--- src/hw/rtl/tcce_pkg.sv ---
`timescale 1ns / 1ps

package tcce_pkg;

  localparam int ColumnsDef = 80;
  localparam int RowsDef    = 25;
  localparam int FifoDepth  = 2;

  localparam int COL_OUT_W  = 7;
  localparam int ROW_OUT_W  = 5;
  localparam int LIN_OUT_W  = 11;
  localparam int CELL_W     = 16;

  localparam logic [CELL_W-1:0] CELL_RESET = 16'h0F00;

  localparam logic [1:0] OP_PUT   = 2'd0;
  localparam logic [1:0] OP_CLEAR = 2'd1;
  localparam logic [1:0] OP_READ  = 2'd2;

  localparam logic [7:0] CH_BS    = 8'h08;
  localparam logic [7:0] CH_TAB   = 8'h09;
  localparam logic [7:0] CH_LF    = 8'h0A;
  localparam logic [7:0] CH_CR    = 8'h0D;
  localparam logic [7:0] CH_SPACE = 8'h20;
  localparam logic [7:0] CH_TILDE = 8'h7E;
  localparam logic [7:0] CH_NUL   = 8'h00;

  typedef enum logic [2:0] {
    K_PRINT,
    K_LF,
    K_CR,
    K_TAB,
    K_BS,
    K_NOP,
    K_CLEAR,
    K_READ
  } kind_e;

  typedef enum logic [1:0] {
    ST_SWEEP,
    ST_IDLE,
    ST_READ
  } state_e;

  typedef enum logic [1:0] {
    SW_INIT,
    SW_CLEAR,
    SW_SCROLL
  } sweep_e;

  typedef struct packed {
    kind_e              kind;
    logic [CELL_W-1:0]  word;
    logic               rd_ok;
    logic [4:0]         rd_row;
    logic [6:0]         rd_col;
  } cmd_t;

  typedef struct packed {
    logic [COL_OUT_W-1:0] col;
    logic [ROW_OUT_W-1:0] row;
    logic [LIN_OUT_W-1:0] lin;
    logic [CELL_W-1:0]    cell_val;
    logic                 scrolled;
  } res_t;

endpackage

--- src/hw/rtl/tcce_front.sv ---
`timescale 1ns / 1ps

module tcce_front import tcce_pkg::*; #(
  parameter int COLUMNS = ColumnsDef,
  parameter int ROWS    = RowsDef
) (
  input  logic [1:0] operation_i,
  input  logic [7:0] char_code_i,
  input  logic [3:0] fore_colour_i,
  input  logic [3:0] back_colour_i,
  input  logic [4:0] read_row_i,
  input  logic [6:0] read_col_i,
  output cmd_t       cmd_o
);

  always_comb begin
    cmd_o.kind   = K_NOP;
    cmd_o.word   = {back_colour_i, fore_colour_i, CH_NUL};
    cmd_o.rd_ok  = (int'(read_row_i) < ROWS) && (int'(read_col_i) < COLUMNS);
    cmd_o.rd_row = read_row_i;
    cmd_o.rd_col = read_col_i;
    unique case (operation_i)
      OP_PUT: begin
        unique case (char_code_i) inside
          CH_LF:  cmd_o.kind = K_LF;
          CH_CR:  cmd_o.kind = K_CR;
          CH_TAB: cmd_o.kind = K_TAB;
          CH_BS: begin
            cmd_o.kind = K_BS;
            cmd_o.word = {back_colour_i, fore_colour_i, CH_SPACE};
          end
          [CH_SPACE:CH_TILDE]: begin
            cmd_o.kind = K_PRINT;
            cmd_o.word = {back_colour_i, fore_colour_i, char_code_i};
          end
          default: cmd_o.kind = K_NOP;
        endcase
      end
      OP_CLEAR: cmd_o.kind = K_CLEAR;
      OP_READ:  cmd_o.kind = K_READ;
      default:  cmd_o.kind = K_NOP;
    endcase
  end

endmodule

--- config.mk ---
export PLATFORM = sky130hd
export DESIGN_NAME = tcce_front
export DESIGN_NICKNAME = d
export VERILOG_FILES = /design/src/hw/rtl/tcce_pkg.sv /design/src/hw/rtl/tcce_front.sv
export SDC_FILE = /design/constraint.sdc
export NUM_CORES = 1
export LEC_CHECK = 0
export ABC_AREA = 1
export BUFFER_PORTS_ARGS = -buffer_cell sky130_fd_sc_hd__buf_2
export CAP_MARGIN = 25
export CORE_AREA = 5 5 42 44
export DETAILED_ROUTE_END_ITERATION = 7
export DIE_AREA = 0 0 47 49
export GPL_TIMING_DRIVEN = 0
export PLACE_DENSITY_LB_ADDON = 0.1
export SYNTH_ARGS = -nofsm -noshare
export SYNTH_HDL_FRONTEND = slang
export SYNTH_SLANG_ARGS = --single-unit
--- constraint.sdc ---
create_clock -name vclk -period 2
set_clock_uncertainty 0.15 [all_clocks]
set_input_delay 0 -clock vclk [all_inputs]
set_output_delay 0 -clock vclk [all_outputs]
set_load 0.03 [all_outputs]
==> metrics.md, run 1 <==
| Metric | Value |
|---|---|
| Mapped Area | 449 µm² |
| Top-area cell type share of the netlist area | 35.1% |
| Seq cells | 0 |
| Worst endpoint required time | 1.85 ns |
| Core region area | 1400 µm² |
| Quantity of gates resized following cts | 0 |
| Pin count of the biggest net entering global routing | 8 |
| Max_cap viols | 0 |
| Slew Limit Fails | 0 |
| Status | completed |
| Antenna cells | 0 |
| GRT Overall Usage | 9.89% |
| DRT Wirelength | 1250 µm |
| Layout cells sized above 1 | 60.2% |
| Die Ht | 49 µm |
| Hold Vio Cnt, Final | 0 |
| Layout overhead on the synthesized area | 59.1% |
| RSZ-0062 raised after global routing | false |
| Multi-input combinational cell area | 258 µm² |
| Post-CTS Setup Repair Bufs | 0 |
| Worst hold slack | 0.101 ns |
| DRT iter0 DRCs | 6 |
| Fill cell count | 161 |
| Pleak | 0.455 nW |
| Met3 Usage GRT | 0.738% |
| Overall via count from detail_route | 594 |
| Clkbuf count | 0 |
| Synth warn | 0 |
| Ranking of synthesized cells by area | buf_4 35%, nand2_1 12%, nor2_1 9.2% |
| Startpoint types | input pin |
| Detail-routed via count per cell | 4.13 |
| Initial Utilization | 32.1% |
| DRT antenna net count | 0 |
| Setup violators final | 0 |
| Residual DRC | 0 |
| GR met2 Demand/Resource | 17.6% |
| Crit. End Element | primary output |
| PwrDens | 273 nW/µm² |
| Crit-path cells | buf_2 > inv_1 > ha_1 > inv_1 > nor3_1 > buf_2 |
| Post-DP HPWL | 1190 µm |
| Sequential Area | 0 µm² |
| Top Ports | 62 |
| Crit-path max FO | 6 |
| Crit-path slowest cell | ha_1 |
| Hold Crit Class | input pin to primary output |
| GPL Wtd Cong | 0.669 |
| CP max stage delay | 0.23 ns |
| Period utilization | 55.0% |
| Cell accounting for the most synthesized area | buf_4 |
| First-pass GRT wire length | 1910 µm |
| Final worst path period need | 1.10 ns |
| WL/cell | 8.70 µm |
| Synthesized area per cell | 5.69 µm² |
| Vias in the first global route | 496 |
| Initial antenna violation count | 0 |
| Hold-fix buffers, CTS | 0 |
| Die area | 2300 µm² |
| GR Util met1 | 13.3% |
| Hold Path Origin | read_col_i[1] |
| Nets | 162 |
| Crit Path Category | input pin to primary output |
| Post-Syn Nets | 111 |
| Post-route setup TNS | 0 ns |
| Unique masters post-synth | 17 |
| PortBufs | 49 |
| Arrival @ worst endpoint | 0.95 ns |
| Min-Delay Path Depth | 2 |
| Sequential share of the synthesized area | 0% |
| Post-Syn Instances | 79 |
| Core Rows | 14 |
| CP Launch Point | operation_i[0] |
| Hold EP | cmd_o[1] |
| Die W | 47 µm |
| Congestion Overflow GR | 0 |
| Peak supply drop | 0.118 mV |
| GRT busiest layer | met2 |
| Fmax | 909 MHz |
| DR pass1 iterations | 2 |
==> where the power goes <==
| group | switching, mW | internal (mW) |
|---|---|---|
| combinational | 0.119 | 0.0762 |
| sequential | 0 | 0 |
| clock | 0 | 0 |
==> kinds of logic (layout without fill, tap and decap cells) <==
group	Yosys count	in the layout	share of synthesized area (%)
AND/OR/NAND/NOR	40	40	43.7
adder cells (fa/ha/maj)	2	2	5.57
buffers and inverters	30	79	42.6
other	1	1	0.835
AO/OA/AOI/OAI	6	6	7.24
==> how the worst max path moves through the flow <==
stage                endpoint  cells after the start  slack, ns
global placement    cmd_o[14]                      6       0.90
global route        cmd_o[15]                      6       0.76
finish              cmd_o[16]                      6       0.90
detailed placement  cmd_o[16]                      6       0.88
CTS                 cmd_o[16]                      6       0.88
floorplan           cmd_o[14]                      4       0.79
==> worst max-delay path: cells and delay by family <==
kind | cells | cell delay, ns
adder cells (fa/ha/maj) | 1 | 0.23
buffers and inverters | 4 | 0.54
AND/OR/NAND/NOR | 1 | 0.19
==> synthesized netlist by cell type (all sizes together) <==
master / number
buf: 21
nor3: 5
nor2: 14
or2: 1
nand4: 1
conb: 1
nand2: 15
ha: 2
nand3: 4
inv: 9
a21oi: 3
o21a: 1
o21ai: 2
==> per-layer routing <==
metal,routed length (µm),share of wire (%),up-vias
li1,-,-,322
met1,461,37,239
met2,605,48,33
met3,186,15,0
met4,0,0,0
met5,0,0,-
==> area by class of cell <==
class	count	area share [%]
Tap cell	16	2.80
Buffer	21	22.1
Inverter	9	4.73
Timing Repair Buffer	49	34.3
Multi-Input combinational cell	49	36.1
==> layout by cell type (no fill, tap or decap), types with 2 or more instances in the layout <==
master   synthesis  layout
a21oi_1          3       3
nand3_1          2       2
ha_1             2       2
nor3_1           5       5
buf_2            0      49
o21ai_0          2       2
nor2_1          11      11
buf_4           21      21
nor2_2           3       3
nand2_1         14      14
inv_1            9       9
==> per-stage QoR <==
step	total power, mW	std cells	area [µm²]	setup WS, ns	utilization (%)
after global routing	0.213	144	714	0.760	51.0
final	0.195	144	714	0.900	51.0
after CTS	0.198	144	714	0.876	51.0
after floorplan	0.140	79	449	0.785	-
after detailed placement	0.198	144	714	0.877	51.0
after global placement	0.196	144	714	0.897	51.0
(Power assumes the default switching activity.)
==> run 2, diff against run 1 <==
CORE_AREA = unset   (was 5 5 42 44)
CORE_MARGIN = 5   (was unset)
CORE_UTILIZATION = 29   (was unset)
DIE_AREA = unset   (was 0 0 47 49)
clock period = 0.9 ns   (was 2 ns; I/O delays follow)
==> metrics.md, run 2 (same netlist as run 1, synthesis figures left out) <==
| Metric | Value |
|---|---|
| Core Rows | 14 |
| Min-Delay Path Depth | 2 |
| RSZ-0062 raised after global routing | true |
| Worst endpoint required time | 0.75 ns |
| Commonest non-fill, non-tap cells in the layout | 31 x buf_2, 24 x buf_4, 14 x buf_6, 9 x nand2_1, 8 x nor2_4 |
| Antenna cells | 0 |
| PwrDens | 570 nW/µm² |
| GRT Overall Usage | 12.1% |
| Commonest non-fill, non-tap cell in the layout | buf_2 |
| Hold-fix buffers, CTS | 0 |
| Post-Place Setup Slack | -0.240 ns |
| DRT iter0 DRCs | 3 |
| Non-filler cells, final | 147 |
| Final worst path period need | 1.01 ns |
| DRT Wirelength | 1590 µm |
| WL/cell | 10.8 µm |
| First-pass GRT wire length | 2530 µm |
| Crit-path cells | buf_8 > inv_2 > nor2_2 > nand4_1 > buf_4 > a21oi_4 > buf_6 |
| Pin count of the biggest net entering global routing | 7 |
| Layout overhead on the synthesized area | 127% |
| Nets | 165 |
| Crit-path slowest cell | buf_4 |
| Setup violators final | 9 |
| Overall via count from detail_route | 651 |
| Detail-routed via count per cell | 4.43 |
| DRT antenna net count | 0 |
| Arrival @ worst endpoint | 0.86 ns |
| Congestion Overflow GR | 0 |
| Period utilization | 112% |
| Total power | 0.582 mW |
| Hold Path Origin | back_colour_i[2] |
| Top Ports | 62 |
| Initial antenna violation count | 0 |
| DP Area | 747 µm² |
| Crit Path Category | input pin to primary output |
| Worst hold slack | 0.101 ns |
| Final instance area | 1020 µm² |
| Residual DRC | 0 |
| Hold EP | cmd_o[27] |
| Failing checks | setup timing |
| Layout cells sized above 1 | 81.7% |
| Peak supply drop | 0.305 mV |
| Fmax | 991 MHz |
| Pleak | 0.537 nW |
| DR pass1 iterations | 2 |
| Die Ht | 49.4 µm |
| Hold Crit Class | input pin to primary output |
| Initial Utilization | 30.2% |
| Hold Vio Cnt, Final | 0 |
| Status | finished with violations |
| GPL Wtd Cong | 0.678 |
| Crit. End Element | primary output |
| Core region area | 1490 µm² |
| Sequential Area | 0 µm² |
| Startpoint types | input pin |
| Post-DP HPWL | 1220 µm |
| PortBufs | 49 |
| Slew Limit Fails | 0 |
| Seq cells | 0 |
| Cell count after placement | 144 |
| Crit-path max FO | 3 |
| Die W | 49.4 µm |
| Max_cap viols | 0 |
| Die area | 2440 µm² |
| Worst Slack Setup Final | -0.109 ns |
| Vias in the first global route | 614 |
| CP max stage delay | 0.19 ns |
| Clkbuf count | 0 |
## run 2: changes by cell type in the layout (fill, tap and decap cells not counted), sizes merged
| cell | previous run | this run |
|---|---|---|
| buf | 70 | 73 |
## run 2: critical path: cells and delay by family
kind | cells | cell delay (ns)
AO/OA/AOI/OAI | 1 | 0.12
buffers and inverters | 4 | 0.47
AND/OR/NAND/NOR | 2 | 0.27
## run 2: layout make-up
type	instances	area [µm²]
Buffer	21	158
Fill cell	128	468
Inverter	9	38.8
Multi-Input combinational cell	49	409
Tap cell	16	20.0
Timing Repair Buffer	52	395
## run 2: routing by layer
metal | vias to the layer above | part of all wire (%) | GRT usage [%]
li1 | 331 | - | -
met1 | 283 | 33 | 14.7
met2 | 35 | 55 | 22.7
met3 | 2 | 10 | 2.14
met4 | 0 | 1.8 | 0
met5 | - | 0 | 0
## run 2: timing repair
item | in CTS | in global routing
setup endpoints to repair | 10 | 10
pin swaps | 14 | 8
gates resized for setup | 61 | 12
buffers inserted | 2 | 1
endpoints found under the hold margin | 0 | 0
## run 2: how the worst max path moves through the flow
stage	start	end	slack, ns	cells after the start
after floorplan	operation_i[0]	cmd_o[14]	-0.07	4
after global placement	char_code_i[5]	cmd_o[31]	-0.23	8
after detailed placement	char_code_i[5]	cmd_o[31]	-0.24	8
after CTS	char_code_i[7]	cmd_o[31]	-0.11	10
after global routing	char_code_i[5]	cmd_o[31]	-0.18	8
final	char_code_i[3]	cmd_o[18]	-0.11	7
## run 2: metrics by stage
step           util, %  setup TNS, ns
2_1_floorplan        -         -0.284
3_3_place_gp      50.2          -1.43
3_5_place_dp      50.2          -1.49
4_1_cts           64.9         -0.519
5_1_grt           68.6         -0.993
6_report          68.6         -0.498
## run 2: where the power goes
group / leakage [nW] / switching (mW) / internal (mW)
Sequential: 0 / 0 / 0
Combinational: 0.537 / 0.326 / 0.256
Clock: 0 / 0 / 0
==> run 3, diff against run 2 <==
==> constraint.sdc (replaced) <==
create_clock -name vclk -period 0.9
set_clock_uncertainty 0.15 [all_clocks]
set_input_delay 0.09 -clock vclk [all_inputs]
set_output_delay 0.09 -clock vclk [all_outputs]
set_load 0.03 [all_outputs]
==> metrics.md, run 3 (same netlist as run 1, synthesis figures left out) <==
| Metric | Value |
|---|---|
| First-pass GRT wire length | 2680 µm |
| Worst hold slack | 0.281 ns |
| Max_cap viols | 0 |
| Crit Path Category | input pin to primary output |
| Final worst path period need | 1.20 ns |
| Commonest non-fill, non-tap cells in the layout | 28 x buf_2, 25 x buf_4, 19 x buf_6, 9 x nor2_4, 6 x nand2_2 |
| Clkbuf count | 0 |
| WL/cell | 11.5 µm |
| Die area | 2440 µm² |
| Hold-fix buffers, CTS | 0 |
| Sequential Area | 0 µm² |
| Worst path bufs/invs | 5 |
| Post-DP HPWL | 1300 µm |
| Crit-path cells | buf_8 > inv_6 > nor2_2 > nand2_2 > buf_4 > buf_6 > nand3_2 > a21oi_2 > buf_6 |
| DR pass1 iterations | 4 |
| Final instance area | 1180 µm² |
| Layout cells sized above 1 | 88.2% |
| Die Ht | 49.4 µm |
| Commonest non-fill, non-tap cell in the layout | buf_2 |
| PwrDens | 562 nW/µm² |
| Period utilization | 133% |
| Crit-path slowest cell | a21oi_2 |
| Most used cell, CP | buf_6 |
| Worst Slack Setup Final | -0.297 ns |
| Nets | 170 |
| Fmax | 835 MHz |
| RSZ-0062 raised after global routing | true |
| Core Rows | 14 |
| Core region area | 1490 µm² |
| Top Ports | 62 |
| Initial Utilization | 30.2% |
| Vias in the first global route | 665 |
| Worst endpoint required time | 0.66 ns |
| Arrival @ worst endpoint | 0.96 ns |
| Seq cells | 0 |
| CP max stage delay | 0.15 ns |
| Hold Crit Class | input pin to primary output |
| PortBufs | 49 |
| DP Area | 842 µm² |
| Failing checks | setup timing |
| Setup violators final | 10 |
| Initial antenna violation count | 0 |
| Layout overhead on the synthesized area | 163% |
| Pin count of the biggest net entering global routing | 7 |
| Crit-path max FO | 3 |
| Residual DRC | 0 |
| Overall via count from detail_route | 674 |
| Startpoint types | input pin |
| GPL Wtd Cong | 0.697 |
| DRT iter0 DRCs | 11 |
| Crit. End Element | primary output |
| GRT Overall Usage | 12.8% |
| Slew Limit Fails | 0 |
| DRT antenna net count | 0 |
| DRT Wirelength | 1750 µm |
| Die W | 49.4 µm |
| Total power | 0.664 mW |
| Congestion Overflow GR | 0 |
| Hold Vio Cnt, Final | 0 |
| Pleak | 0.585 nW |
| Detail-routed via count per cell | 4.43 |
| Peak supply drop | 0.396 mV |
| Status | finished with violations |
| Antenna cells | 0 |
| Delay-heaviest family, CP | buffers and inverters |
## run 3: cell count changes in the layout (fill, tap and decap cells not counted), moves of 3 or more
| cell | before | now |
|---|---|---|
| buf_6 | 14 | 19 |
| buf_2 | 31 | 28 |
| nor3_4 | 2 | 5 |
| nand2_1 | 9 | 5 |
| nand2_2 | 3 | 6 |
| inv_6 | 0 | 3 |
## run 3: path summary, 6_finish.rpt
| check | from | to | depth (start not counted) |
|---|---|---|---|
| setup / recovery | char_code_i[6] | cmd_o[18] | 9 |
| hold / removal | back_colour_i[3] | cmd_o[28] | 2 |
## run 3: final cells by class
| class | instances | area [µm²] |
|---|---|---|
| fill | 103 | 308 |
| buffer | 21 | 158 |
| tap | 16 | 20.0 |
| timing repair buffer | 57 | 484 |
| multi-input combinational | 49 | 470 |
| inverter | 9 | 48.8 |
## run 3: report_power, final
part / internal, mW / leakage (nW) / switching [mW]
sequential: 0 / 0 / 0
clock: 0 / 0 / 0
combinational: 0.303 / 0.585 / 0.362
total: 0.303 / 0.585 / 0.362
## run 3: layer usage
metal  share of wire (%)  up-vias  global-route usage, %
met3                 8.8        0                   1.22
met2                  57       33                   26.4
met4                   0        0                      0
li1                    -      342                      -
met1                  34      299                   14.2
met5                   0        -                      0
## run 3: per-stage QoR
step	cells	TNS (ns)	utilization [%]	setup slack [ns]
final	152	-2.52	79.3	-0.297
after floorplan	79	-0.823	-	-0.141
after detailed placement	144	-3.50	56.6	-0.496
after global routing	152	-3.16	79.3	-0.396
after CTS	149	-2.40	73.2	-0.300
after global placement	144	-3.46	56.6	-0.492
## run 3: timing repair
item	in CTS	in global routing
resized for setup	60	18
buffers inserted	5	3
pin swaps	17	8
setup endpoints to repair	11	11
