**src/hw/rtl/tcce_pkg.sv**
```systemverilog
`timescale 1ns / 1ps

package tcce_pkg;

  localparam int ColumnsDef = 80;
  localparam int RowsDef    = 25;
  localparam int FifoDepth  = 2;

  localparam int COL_OUT_W  = 7;
  localparam int ROW_OUT_W  = 5;
  localparam int LIN_OUT_W  = 11;
  localparam int CELL_W     = 16;

  localparam logic [CELL_W-1:0] CELL_RESET = 16'h0F00;

  localparam logic [1:0] OP_PUT   = 2'd0;
  localparam logic [1:0] OP_CLEAR = 2'd1;
  localparam logic [1:0] OP_READ  = 2'd2;

  localparam logic [7:0] CH_BS    = 8'h08;
  localparam logic [7:0] CH_TAB   = 8'h09;
  localparam logic [7:0] CH_LF    = 8'h0A;
  localparam logic [7:0] CH_CR    = 8'h0D;
  localparam logic [7:0] CH_SPACE = 8'h20;
  localparam logic [7:0] CH_TILDE = 8'h7E;
  localparam logic [7:0] CH_NUL   = 8'h00;

  typedef enum logic [2:0] {
    K_PRINT,
    K_LF,
    K_CR,
    K_TAB,
    K_BS,
    K_NOP,
    K_CLEAR,
    K_READ
  } kind_e;

  typedef enum logic [1:0] {
    ST_SWEEP,
    ST_IDLE,
    ST_READ
  } state_e;

  typedef enum logic [1:0] {
    SW_INIT,
    SW_CLEAR,
    SW_SCROLL
  } sweep_e;

  typedef struct packed {
    kind_e              kind;
    logic [CELL_W-1:0]  word;
    logic               rd_ok;
    logic [4:0]         rd_row;
    logic [6:0]         rd_col;
  } cmd_t;

  typedef struct packed {
    logic [COL_OUT_W-1:0] col;
    logic [ROW_OUT_W-1:0] row;
    logic [LIN_OUT_W-1:0] lin;
    logic [CELL_W-1:0]    cell_val;
    logic                 scrolled;
  } res_t;

endpackage

```
**src/hw/rtl/tcce_cmd_fifo.sv**
```systemverilog
`timescale 1ns / 1ps

module tcce_cmd_fifo import tcce_pkg::*; (
  input  logic clk_i,
  input  logic rst_ni,
  input  logic wr_en_i,
  input  cmd_t wr_data_i,
  input  logic rd_en_i,
  output cmd_t rd_data_o,
  output logic full_o,
  output logic empty_o
);

  localparam int PTR_W = (FifoDepth > 1) ? $clog2(FifoDepth) : 1;
  localparam int CNT_W = $clog2(FifoDepth + 1);

  cmd_t             ent_q [FifoDepth];
  logic [PTR_W-1:0] wr_ptr_q, wr_ptr_d;
  logic [PTR_W-1:0] rd_ptr_q, rd_ptr_d;
  logic [CNT_W-1:0] count_q, count_d;

  assign full_o    = (count_q == CNT_W'(FifoDepth));
  assign empty_o   = (count_q == '0);
  assign rd_data_o = ent_q[rd_ptr_q];

  always_comb begin
    wr_ptr_d = wr_ptr_q;
    rd_ptr_d = rd_ptr_q;
    count_d  = count_q;
    if (wr_en_i) begin
      wr_ptr_d = (wr_ptr_q == PTR_W'(FifoDepth - 1)) ? '0 : wr_ptr_q + PTR_W'(1);
    end
    if (rd_en_i) begin
      rd_ptr_d = (rd_ptr_q == PTR_W'(FifoDepth - 1)) ? '0 : rd_ptr_q + PTR_W'(1);
    end
    if (wr_en_i && !rd_en_i) begin
      count_d = count_q + CNT_W'(1);
    end else if (!wr_en_i && rd_en_i) begin
      count_d = count_q - CNT_W'(1);
    end
  end

  always_ff @(posedge clk_i or negedge rst_ni) begin
    if (!rst_ni) begin
      wr_ptr_q <= '0;
      rd_ptr_q <= '0;
      count_q  <= '0;
    end else begin
      wr_ptr_q <= wr_ptr_d;
      rd_ptr_q <= rd_ptr_d;
      count_q  <= count_d;
    end
  end

  always_ff @(posedge clk_i) begin
    if (wr_en_i) begin
      ent_q[wr_ptr_q] <= wr_data_i;
    end
  end

  a_count_range: assert property (@(posedge clk_i) disable iff (!rst_ni)
    count_q <= CNT_W'(FifoDepth))
    else $error("command queue count out of range");

  a_count_hold: assert property (@(posedge clk_i) disable iff (!rst_ni)
    (wr_en_i && rd_en_i) |=> count_q == $past(count_q))
    else $error("simultaneous write and read changed the count");

  a_no_underflow: assert property (@(posedge clk_i) disable iff (!rst_ni)
    rd_en_i |-> (count_q != '0))
    else $error("command queue read while empty");

endmodule

```
**config.mk**
```make
export PLATFORM = sky130hd
export DESIGN_NAME = tcce_cmd_fifo
export DESIGN_NICKNAME = d
export VERILOG_FILES = /design/src/hw/rtl/tcce_pkg.sv /design/src/hw/rtl/tcce_cmd_fifo.sv
export SDC_FILE = /design/constraint.sdc
export NUM_CORES = 1
export LEC_CHECK = 0
export BUFFER_PORTS_ARGS = -buffer_cell sky130_fd_sc_hd__buf_2
export CORE_UTILIZATION = 50
export DETAILED_ROUTE_END_ITERATION = 16
export PLACE_DENSITY = 0.76
export SLEW_MARGIN = 15
export SYNTH_ARGS = -nofsm -noshare
export SYNTH_HDL_FRONTEND = slang
export SYNTH_SLANG_ARGS = --single-unit
```
**constraint.sdc**
```tcl
create_clock -name clk_i -period 3.05 [get_ports clk_i]
set_clock_uncertainty 0.2 [all_clocks]
set_input_delay 0.1525 -clock clk_i [delete_from_list [all_inputs] [get_ports clk_i]]
set_output_delay 0.1525 -clock clk_i [all_outputs]
set_load 0.05 [all_outputs]
```
==> flow_summary.yaml, run 1 <==
synth:
  synth_top_area_cell: "edfxtp_1"
  synth.most_common_cell: "edfxtp_1"
  synthFlopType: "edfxtp_1"
  synth-seq-cells: 68
  ys_warn_count: 0
  synth_cell_type_count: 13
  syn_area_per_cell_um2: 22.83
  yosys-top-cells-count: "edfxtp_1, mux2_4, dfrtp_1, xor2_1"
  ys_top_cells_by_area: "edfxtp_1, mux2_4, dfrtp_1"
  synth_fp_nets: 153
  synth_area_um2: 2649
  netlist_instances: 116
  synth_seq_area_share_pct: 76.33
  synth_top_area_share_pct: 72.56
  synth-async-reset-ratio_pct: 5.882
  synth_edf_count: 64
cts:
  cts.sinks: 68
  htreeDepth: 3
  cts_buffers: 9
  insertion_delay_ns: 0.33
  clock_tree.root_cell: "clkbuf_8"
  ctsResizeCount: 0
  clkSlewWorstSetupHoldPaths_ns: 0.07
  holdBufCountCts: 36
  tritoncts: "done"
  post_cts_buffers: 0
  clk_path_buf_depth: 2
pwr:
  p_per_area_nw_per_um2: 1009
  ir_drop_mv: 0.6719
  leakage_uw: 0.001482
layout:
  syn_to_final_growth_pct: 36.75
  multi_input_area_um2: 559.3
  antenna_cells: 0
  fillCellCount: 325
  layout-drive-gt1-share_pct: 51.06
  register_area_um2: 2023
  finalInstanceArea_um2: 3622
  nNetsFinal: 267
drt:
  ant_nets: 0
  via_count: 1428
  remaining_drc_errors: 0
  drt_iter0_drc: 77
  routed_wl_um: 4460
  drtPass1Iterations: 4
  vias_per_cell: 4.682
  avgRoutedWirePerCell_um: 14.62
place:
  port_buffers: 69
  gp_congestion: 0.6399
  hpwl_um: 2729
  dpl-instance-area_um2: 3047
worst_setup_path:
  worstSetupStartpointType: "flip-flop"
  arrival_ns: 1.96
  cp_max_fo: 24
  crit_chain: "buf_4, mux2_2, buf_2"
  critPathMaxStageDelay_ns: 0.55
  critPathRequiredTime_ns: 2.70
  crit_family: "buffers and inverters"
  critical_path_class: "flip-flop to output pin"
  cp_num_buf_inv: 2
  crit_slowest_cell: "dfrtp_2"
  crit_path_end_kind: "output pin"
floorplanning:
  die_w_um: 74.79
  pin_count: 70
  die_y_um: 74.79
  start_util_pct: 51.86
  core_um2: 5107
  die-area_um2: 5593
  core.rowCount: 26
timing:
  fmax_ghz: 0.4327
  slew_headroom_pct: 36.84
  slew_violations: 0
  setup_viol: 0
  fin_setup_tns_ns: 0
  hold_violations: 0
  finalWorstPathRequiredPeriod_ns: 2.311
  tightest_slew_ns: 0.9455
  rsz0062_at_grt: "false"
  fin_crit_sh_pct: 75.77
run:
  cap_viol_max_count: 0
global_routing:
  antenna_found_initial: 0
  grt_start_max_net_pins: 33
  grt_pass1_wl_um: 6686
  grt_pass1_vias: 1451
  grt_overflow_total: 0
  grt.total_usage_pct: 17.31
status:
  outcome: "complete, no violations"
worst_hold_path:
  hold_path.class: "flip-flop to flip-flop"
[power breakdown]
part           switching, uW  internal [uW]  total (uW)
Combinational           1010            515        1530
Clock                    326            455         782
Sequential              98.4           1250        1350
[layer usage]
metal	vias to the layer above	wire, um	global-route usage [%]
met1	686	1844	20.20
li1	676	-	-
met3	13	219	6.158
met4	0	108	9.015
met5	-	0	0
met2	53	2289	28.33
[state kept, by name, indices dropped and copies added (netlist names)]
register / cells
ent_q: 64
rd_ptr_q: 1
count_q: 2
wr_ptr_q: 1
[layout by cell type, fill, tap and decap left out, types with 2 or more instances in the layout]
master         Yosys  routed
mux2_2             3       3
buf_2              0      69
dlygate4sd3_1      0      36
bufinv_16          0       2
clkinvlp_4         0       3
nor2_1             2       2
edfxtp_1          64      64
mux2_4            29      29
clkbuf_8           0       9
dfrtp_1            4       3
xor2_1             4       4
[kinds of logic (layout without fill, tap and decap cells)]
family | after synthesis | after routing | synth area share (%)
xor+xnor | 5 | 5 | 1.653
buf+inv | 5 | 124 | 2.834
mux | 32 | 32 | 17.71
simple gates | 5 | 5 | 0.9922
flops | 68 | 68 | 76.33
fa+ha+maj | 1 | 1 | 0.4723
[cell type report]
cell class	count	area share (%)
Timing Repair Buffer	107	20.24
Inverter	1	0.1036
Clock buffer	9	3.420
Sequential cell	68	55.85
Tap cell	70	2.418
Multi-Input combinational cell	43	15.44
Clock inverter	7	2.522
[through the flow]
stage | total power [uW] | hold slack [ns] | setup slack (ns) | util, % | std cells
after global routing | 3794 | 0.3243 | 0.6524 | 70.92 | 305
after CTS | 3685 | 0.2918 | 0.7060 | 70.92 | 305
after detailed placement | 2865 | -0.2354 | 1.075 | 59.65 | 253
after global placement | 2835 | -0.2328 | 1.120 | 59.65 | 253
final | 3654 | 0.2900 | 0.7391 | 70.92 | 305
after floorplan | 2662 | -0.3431 | 0.5834 | - | 116
[final timing paths]
kind / cells past startpoint / from / to / slack [ns]
worst max-delay path: 3 / rd_ptr_q / rd_data_o[12] / 0.74
worst min-delay path: 1 / count_q[1] / count_q[1] / 0.29
worst max register to register: 2 / wr_ptr_q / ent_q[1][25] / 1.24
worst min register to register: 1 / count_q[1] / count_q[1] / 0.29
max in group asynchronous: 3 / rst_ni / rd_ptr_q / 1.93
min in group asynchronous: 3 / rst_ni / wr_ptr_q / 0.53
Note: power is estimated with default switching activity, not from simulation.
==> run 2, diff against run 1 <==
--- a/config.mk
+++ b/config.mk
@@ -6,9 +6,9 @@
 export NUM_CORES = 1
 export LEC_CHECK = 0
 export BUFFER_PORTS_ARGS = -buffer_cell sky130_fd_sc_hd__buf_2
-export CORE_UTILIZATION = 50
+export CORE_UTILIZATION = 47
 export DETAILED_ROUTE_END_ITERATION = 16
-export PLACE_DENSITY = 0.76
+export PLACE_DENSITY = 0.75
 export SLEW_MARGIN = 15
 export SYNTH_ARGS = -nofsm -noshare
 export SYNTH_HDL_FRONTEND = slang
==> constraint.sdc (replaced) <==
create_clock -name clk_i -period 1.9 [get_ports clk_i]
set_clock_uncertainty 0.2 [all_clocks]
set_input_delay 0.095 -clock clk_i [delete_from_list [all_inputs] [get_ports clk_i]]
set_output_delay 0.095 -clock clk_i [all_outputs]
set_load 0.05 [all_outputs]
==> run 2 against run 1 <==
Effect of this change:
- wire length grew 0.22%
- worst hold slack lost 0.0074 ns
- clock power grew 34%
- sequential power grew 56%
- non-clock buffer count grew 4
- final area shrank 0.35%
- global-route usage shrank 0.60 points
- setup slack lost 0.65 ns
- critical path type unchanged
- sequential share of layout area grew 0.19 points
- power grew 56%
- critical endpoint is now rd_data_o[5]
- die area grew 6.2%
==> flow_summary.yaml, run 2 (same netlist as run 1, synthesis figures left out) <==
status:
  outcome: "complete, no violations"
worst_hold_path:
  hold_path_depth: 2
  hold_path.class: "primary input to flip-flop"
place:
  gp_congestion: 0.6320
  port_buffers: 69
  hpwl_um: 2879
  dpl-instance-area_um2: 3064
worst_setup_path:
  cp_max_fo: 20
  arrival_ns: 1.51
  path_depth: 3
  r2r_cells: 2
  worstSetupStartpointType: "flip-flop"
  cp_num_buf_inv: 2
  critPathMaxStageDelay_ns: 0.37
  crit_path_end_kind: "output pin"
  crit_slowest_cell: "dfrtp_2"
  critical_path_class: "flip-flop to output pin"
  crit_family: "buffers and inverters"
  crit_chain: "buf_6, mux2_4, buf_2"
  critPathRequiredTime_ns: 1.60
pwr:
  pwr-share-seq_pct: 37.0
  swShare_pct: 39.69
  comb_power_share_pct: 44.5
  ir_drop_mv: 0.8925
  clock_power_share_pct: 18.5
  p_int_uw: 3433
  power_switching_uw: 2259
  p_per_area_nw_per_um2: 1577
  leakage_uw: 0.001494
  fin_total_pwr_uw: 5693
drt:
  avgRoutedWirePerCell_um: 14.47
  drt_iter0_drc: 99
  via_count: 1417
  remaining_drc_errors: 0
  routed_wl_um: 4470
  ant_nets: 0
  drtPass1Iterations: 4
  vias_per_cell: 4.586
cts:
  clkSlewWorstSetupHoldPaths_ns: 0.07
  htreeDepth: 3
  clk_path_buf_depth: 2
  cts_buffers: 9
  clock_tree.root_cell: "clkbuf_8"
  insertion_delay_ns: 0.32
  cts.sinks: 68
  tritoncts: "done"
global_routing:
  antenna_found_initial: 0
  grt_start_max_net_pins: 21
  grt_overflow_total: 0
  grt.total_usage_pct: 16.71
  grt_pass1_vias: 1537
  grt_pass1_wl_um: 7203
layout:
  final_common_cell: "buf_2"
  multi_input_area_um2: 559.3
  fillCellCount: 372
  layout-drive-gt1-share_pct: 51.05
  register_area_um2: 2023
  top_regs: "ent_q (64), count_q (2)"
  largest-register: "ent_q"
  antenna_cells: 0
  largest_reg_flops: 64
  syn_to_final_growth_pct: 36.28
  nNetsFinal: 271
  mostFrequentLayoutCells: "buf_2, edfxtp_1, dlygate4sd3_1, mux2_4, clkbuf_8"
  finalInstanceArea_um2: 3610
timing:
  tightest_slew_ns: 0.2681
  finalWorstPathRequiredPeriod_ns: 1.810
  slew_headroom_pct: 82.13
  hold_violations: 0
  rsz0062_at_grt: "false"
  setup_viol: 0
  fin_setup_tns_ns: 0
  slew_violations: 0
  fin_crit_sh_pct: 95.25
  fmax_ghz: 0.5526
floorplanning:
  start_util_pct: 50.26
  core_um2: 5270
  die-area_um2: 5940
  core.rowCount: 26
  pin_count: 70
  die_w_um: 77.07
  die_y_um: 77.07
run:
  cap_viol_max_count: 0
## run 2: layout make-up
type / instances / share of cell area (%)
clock buffers: 15 / 4.887
flip-flops and latches: 68 / 56.05
well taps: 70 / 2.426
inverters: 1 / 0.1040
multi-input cells: 43 / 15.49
repair buffers: 111 / 20.90
clock inverters: 1 / 0.1386
## run 2: power groups by stage
stage / Combinational, uW / Clock, uW / Sequential (uW)
2_1_floorplan: 2170 / 0 / 2110
3_3_place_gp: 2460 / 0 / 2110
3_5_place_dp: 2480 / 0 / 2140
4_1_cts: 2550 / 1070 / 2110
5_1_grt: 2640 / 1130 / 2140
6_report: 2530 / 1050 / 2110
## run 2: repair_timing
action,CTS,global route
gates resized for setup,0,1
endpoints found under the setup margin,0,19
hold buffers,36,0
buffers inserted,0,0
endpoints found under the hold margin,71,0
## run 2: routing by layer
layer	global-route usage, %	vias up	part of all wire (%)
met3	3.333	11	3.6
met1	17.41	682	39
met5	0	-	0
met4	9.057	0	2.1
li1	-	681	-
met2	31.25	43	55
## run 2: final timing paths
check | endpoint | from | slack [ns]
max | rd_data_o[5] | rd_ptr_q | 0.09
min in group asynchronous | count_q[1] | rst_ni | 0.49
max reg2reg | ent_q[1][5] | wr_ptr_q | 0.54
max in group asynchronous | rd_ptr_q | rst_ni | 0.81
min | ent_q[0][14] | wr_data_i[14] | 0.28
min reg2reg | count_q[1] | count_q[1] | 0.31
## run 2: metrics by stage
step / util (%) / instances / hold slack (ns) / setup slack [ns]
floorplan: - / 116 / -0.4006 / 0.03732
global placement: 58.14 / 257 / -0.2948 / 0.3876
detailed placement: 58.14 / 257 / -0.2875 / 0.3660
CTS: 68.42 / 309 / 0.2768 / 0.001890
global route: 68.49 / 309 / 0.2872 / 0.03309
finish: 68.49 / 309 / 0.2825 / 0.09030
==> run 3, diff against run 2 <==
--- a/config.mk
+++ b/config.mk
@@ -6,6 +6,7 @@
 export NUM_CORES = 1
 export LEC_CHECK = 0
 export BUFFER_PORTS_ARGS = -buffer_cell sky130_fd_sc_hd__buf_2
+export CORE_MARGIN = 2
 export CORE_UTILIZATION = 47
 export DETAILED_ROUTE_END_ITERATION = 16
 export PLACE_DENSITY = 0.75
==> run 3 against run 2 <==
Effect of this change:
- worst hold slack improved by 0.0028 ns
- largest power group unchanged
- final area rose by 4.2%
- sequential power barely moved
- die area rose by 5.3%
- register-to-register slack barely moved
- combinational power rose by 4%
- critical endpoint is now rd_data_o[22]
- via count rose by 1.6%
- setup slack got worse by 0.023 ns
- fmax fell by 1.2%
==> flow_summary.yaml, run 3 (same netlist as run 1, synthesis figures left out) <==
layout:
  antenna_cells: 0
  finalInstanceArea_um2: 3761
  fillCellCount: 381
  nNetsFinal: 272
  top_regs: "ent_q (64), count_q (2)"
  final_common_cell: "buf_2"
  largest_reg_flops: 64
  mostFrequentLayoutCells: "buf_2, edfxtp_1, dlygate4sd3_1, mux2_4, clkbuf_8"
  syn_to_final_growth_pct: 41.99
  layout-drive-gt1-share_pct: 52.50
  largest-register: "ent_q"
cts:
  tritoncts: "done"
  clkSlewWorstSetupHoldPaths_ns: 0.07
  cts.sinks: 68
  insertion_delay_ns: 0.33
  clock_tree.root_cell: "clkbuf_8"
  cts_buffers: 9
  clk_path_buf_depth: 2
  htreeDepth: 3
worst_setup_path:
  crit_family: "flip-flops"
  crit_slowest_cell: "dfrtp_4"
  cp_max_fo: 13
  critPathRequiredTime_ns: 1.60
  ff2ff_setup_slack_ns: 0.54
  crit_path_end_kind: "output pin"
  cp_num_buf_inv: 2
  critical_path_class: "flip-flop to output pin"
  crit_chain: "buf_12, mux2_4, buf_2"
  critPathMaxStageDelay_ns: 0.52
  worstSetupStartpointType: "flip-flop"
  arrival_ns: 1.54
run:
  cap_viol_max_count: 0
timing:
  rsz0062_at_grt: "false"
  slew_violations: 0
  slew_headroom_pct: 81.60
  setup_viol: 0
  hold_violations: 0
  finalWorstPathRequiredPeriod_ns: 1.833
  fin_setup_tns_ns: 0
  fmax_ghz: 0.5457
  tightest_slew_ns: 0.2779
  fin_crit_sh_pct: 96.45
drt:
  vias_per_cell: 4.612
  avgRoutedWirePerCell_um: 14.55
  ant_nets: 0
  drt_iter0_drc: 64
  drtPass1Iterations: 4
  routed_wl_um: 4539
  via_count: 1439
  remaining_drc_errors: 0
pwr:
  leakage_uw: 0.001558
  p_per_area_nw_per_um2: 1703
  ir_drop_mv: 1.349
global_routing:
  grt_start_max_net_pins: 17
  grt_overflow_total: 0
  grt_pass1_vias: 1579
  grt_pass1_wl_um: 7251
  grt.total_usage_pct: 15.99
  antenna_found_initial: 0
floorplanning:
  core_um2: 5473
  die_w_um: 79.07
  core.rowCount: 27
  die-area_um2: 6252
  start_util_pct: 48.40
  pin_count: 70
  die_y_um: 79.07
place:
  hpwl_um: 3029
  port_buffers: 69
  dpl-instance-area_um2: 3092
  gp_congestion: 0.7525
worst_hold_path:
  hold_path.class: "primary input to flip-flop"
status:
  outcome: "complete, no violations"
run 3: power breakdown:
| group | internal [uW] | switching [uW] |
|---|---|---|
| Sequential | 2000 | 127 |
| Clock | 1130 | 522 |
| Combinational | 941 | 1680 |
| Total | 4080 | 2330 |
run 3: repair_timing:
item | 4_1_cts | 5_1_grt
buffers inserted | 1 | 0
endpoints found under the setup margin | 24 | 0
hold buffers | 36 | 0
resized for setup | 1 | 0
endpoints found under the hold margin | 71 | 0
run 3: layout make-up:
cell class                 count  area (um2)  share of cell area, %
sequential                    68        2026                  53.86
clock buffer                   9       123.9                  3.293
timing repair buffer         112       795.8                  21.16
clock inverter                 7       162.7                  4.325
tap                           72       90.09                  2.395
multi-input combinational     43       559.3                  14.87
inverter                       1       3.754                0.09980
run 3: metrics by stage:
stage          power, uW  std cells  setup slack [ns]  hold slack [ns]  utilization (%)
4_1_cts             6464        312           0.04550           0.2696            68.72
6_report            6406        312           0.06747           0.2854            68.72
3_5_place_dp        4687        259            0.2382          -0.2899            56.49
2_1_floorplan       4273        116           0.03732          -0.4006                -
3_3_place_gp        4633        259            0.2759          -0.2958            56.49
5_1_grt             6646        312           0.03088           0.2748            68.72
run 3: worst reg2reg max path, delay by kind of cell, from the launching register on:
kind,cells,cell delay (ns)
buffers and inverters,1,0.25
AND/OR/NAND/NOR,1,0.17
flip-flops,1,0.42
run 3: path summary, 6_finish.rpt:
| path | startpoint | end | cells after the start |
|---|---|---|---|
| setup / recovery | rd_ptr_q | rd_data_o[22] | 3 |
| max in group asynchronous | rst_ni | rd_ptr_q | 3 |
| min in group asynchronous | rst_ni | count_q[0] | 3 |
| setup reg to reg | wr_ptr_q | ent_q[1][14] | 2 |
| hold reg to reg | count_q[1] | count_q[1] | 1 |
| hold / removal | wr_data_i[8] | ent_q[1][8] | 2 |
run 3: layer usage:
layer | wire, um | vias up | share of wire [%] | GRT usage, %
met1 | 1770 | 693 | 39 | 18.40
met5 | 0 | - | 0 | 0
met3 | 236 | 12 | 5.2 | 3.864
met2 | 2387 | 49 | 53 | 26.36
met4 | 145 | 0 | 3.2 | 11.03
li1 | - | 685 | - | -
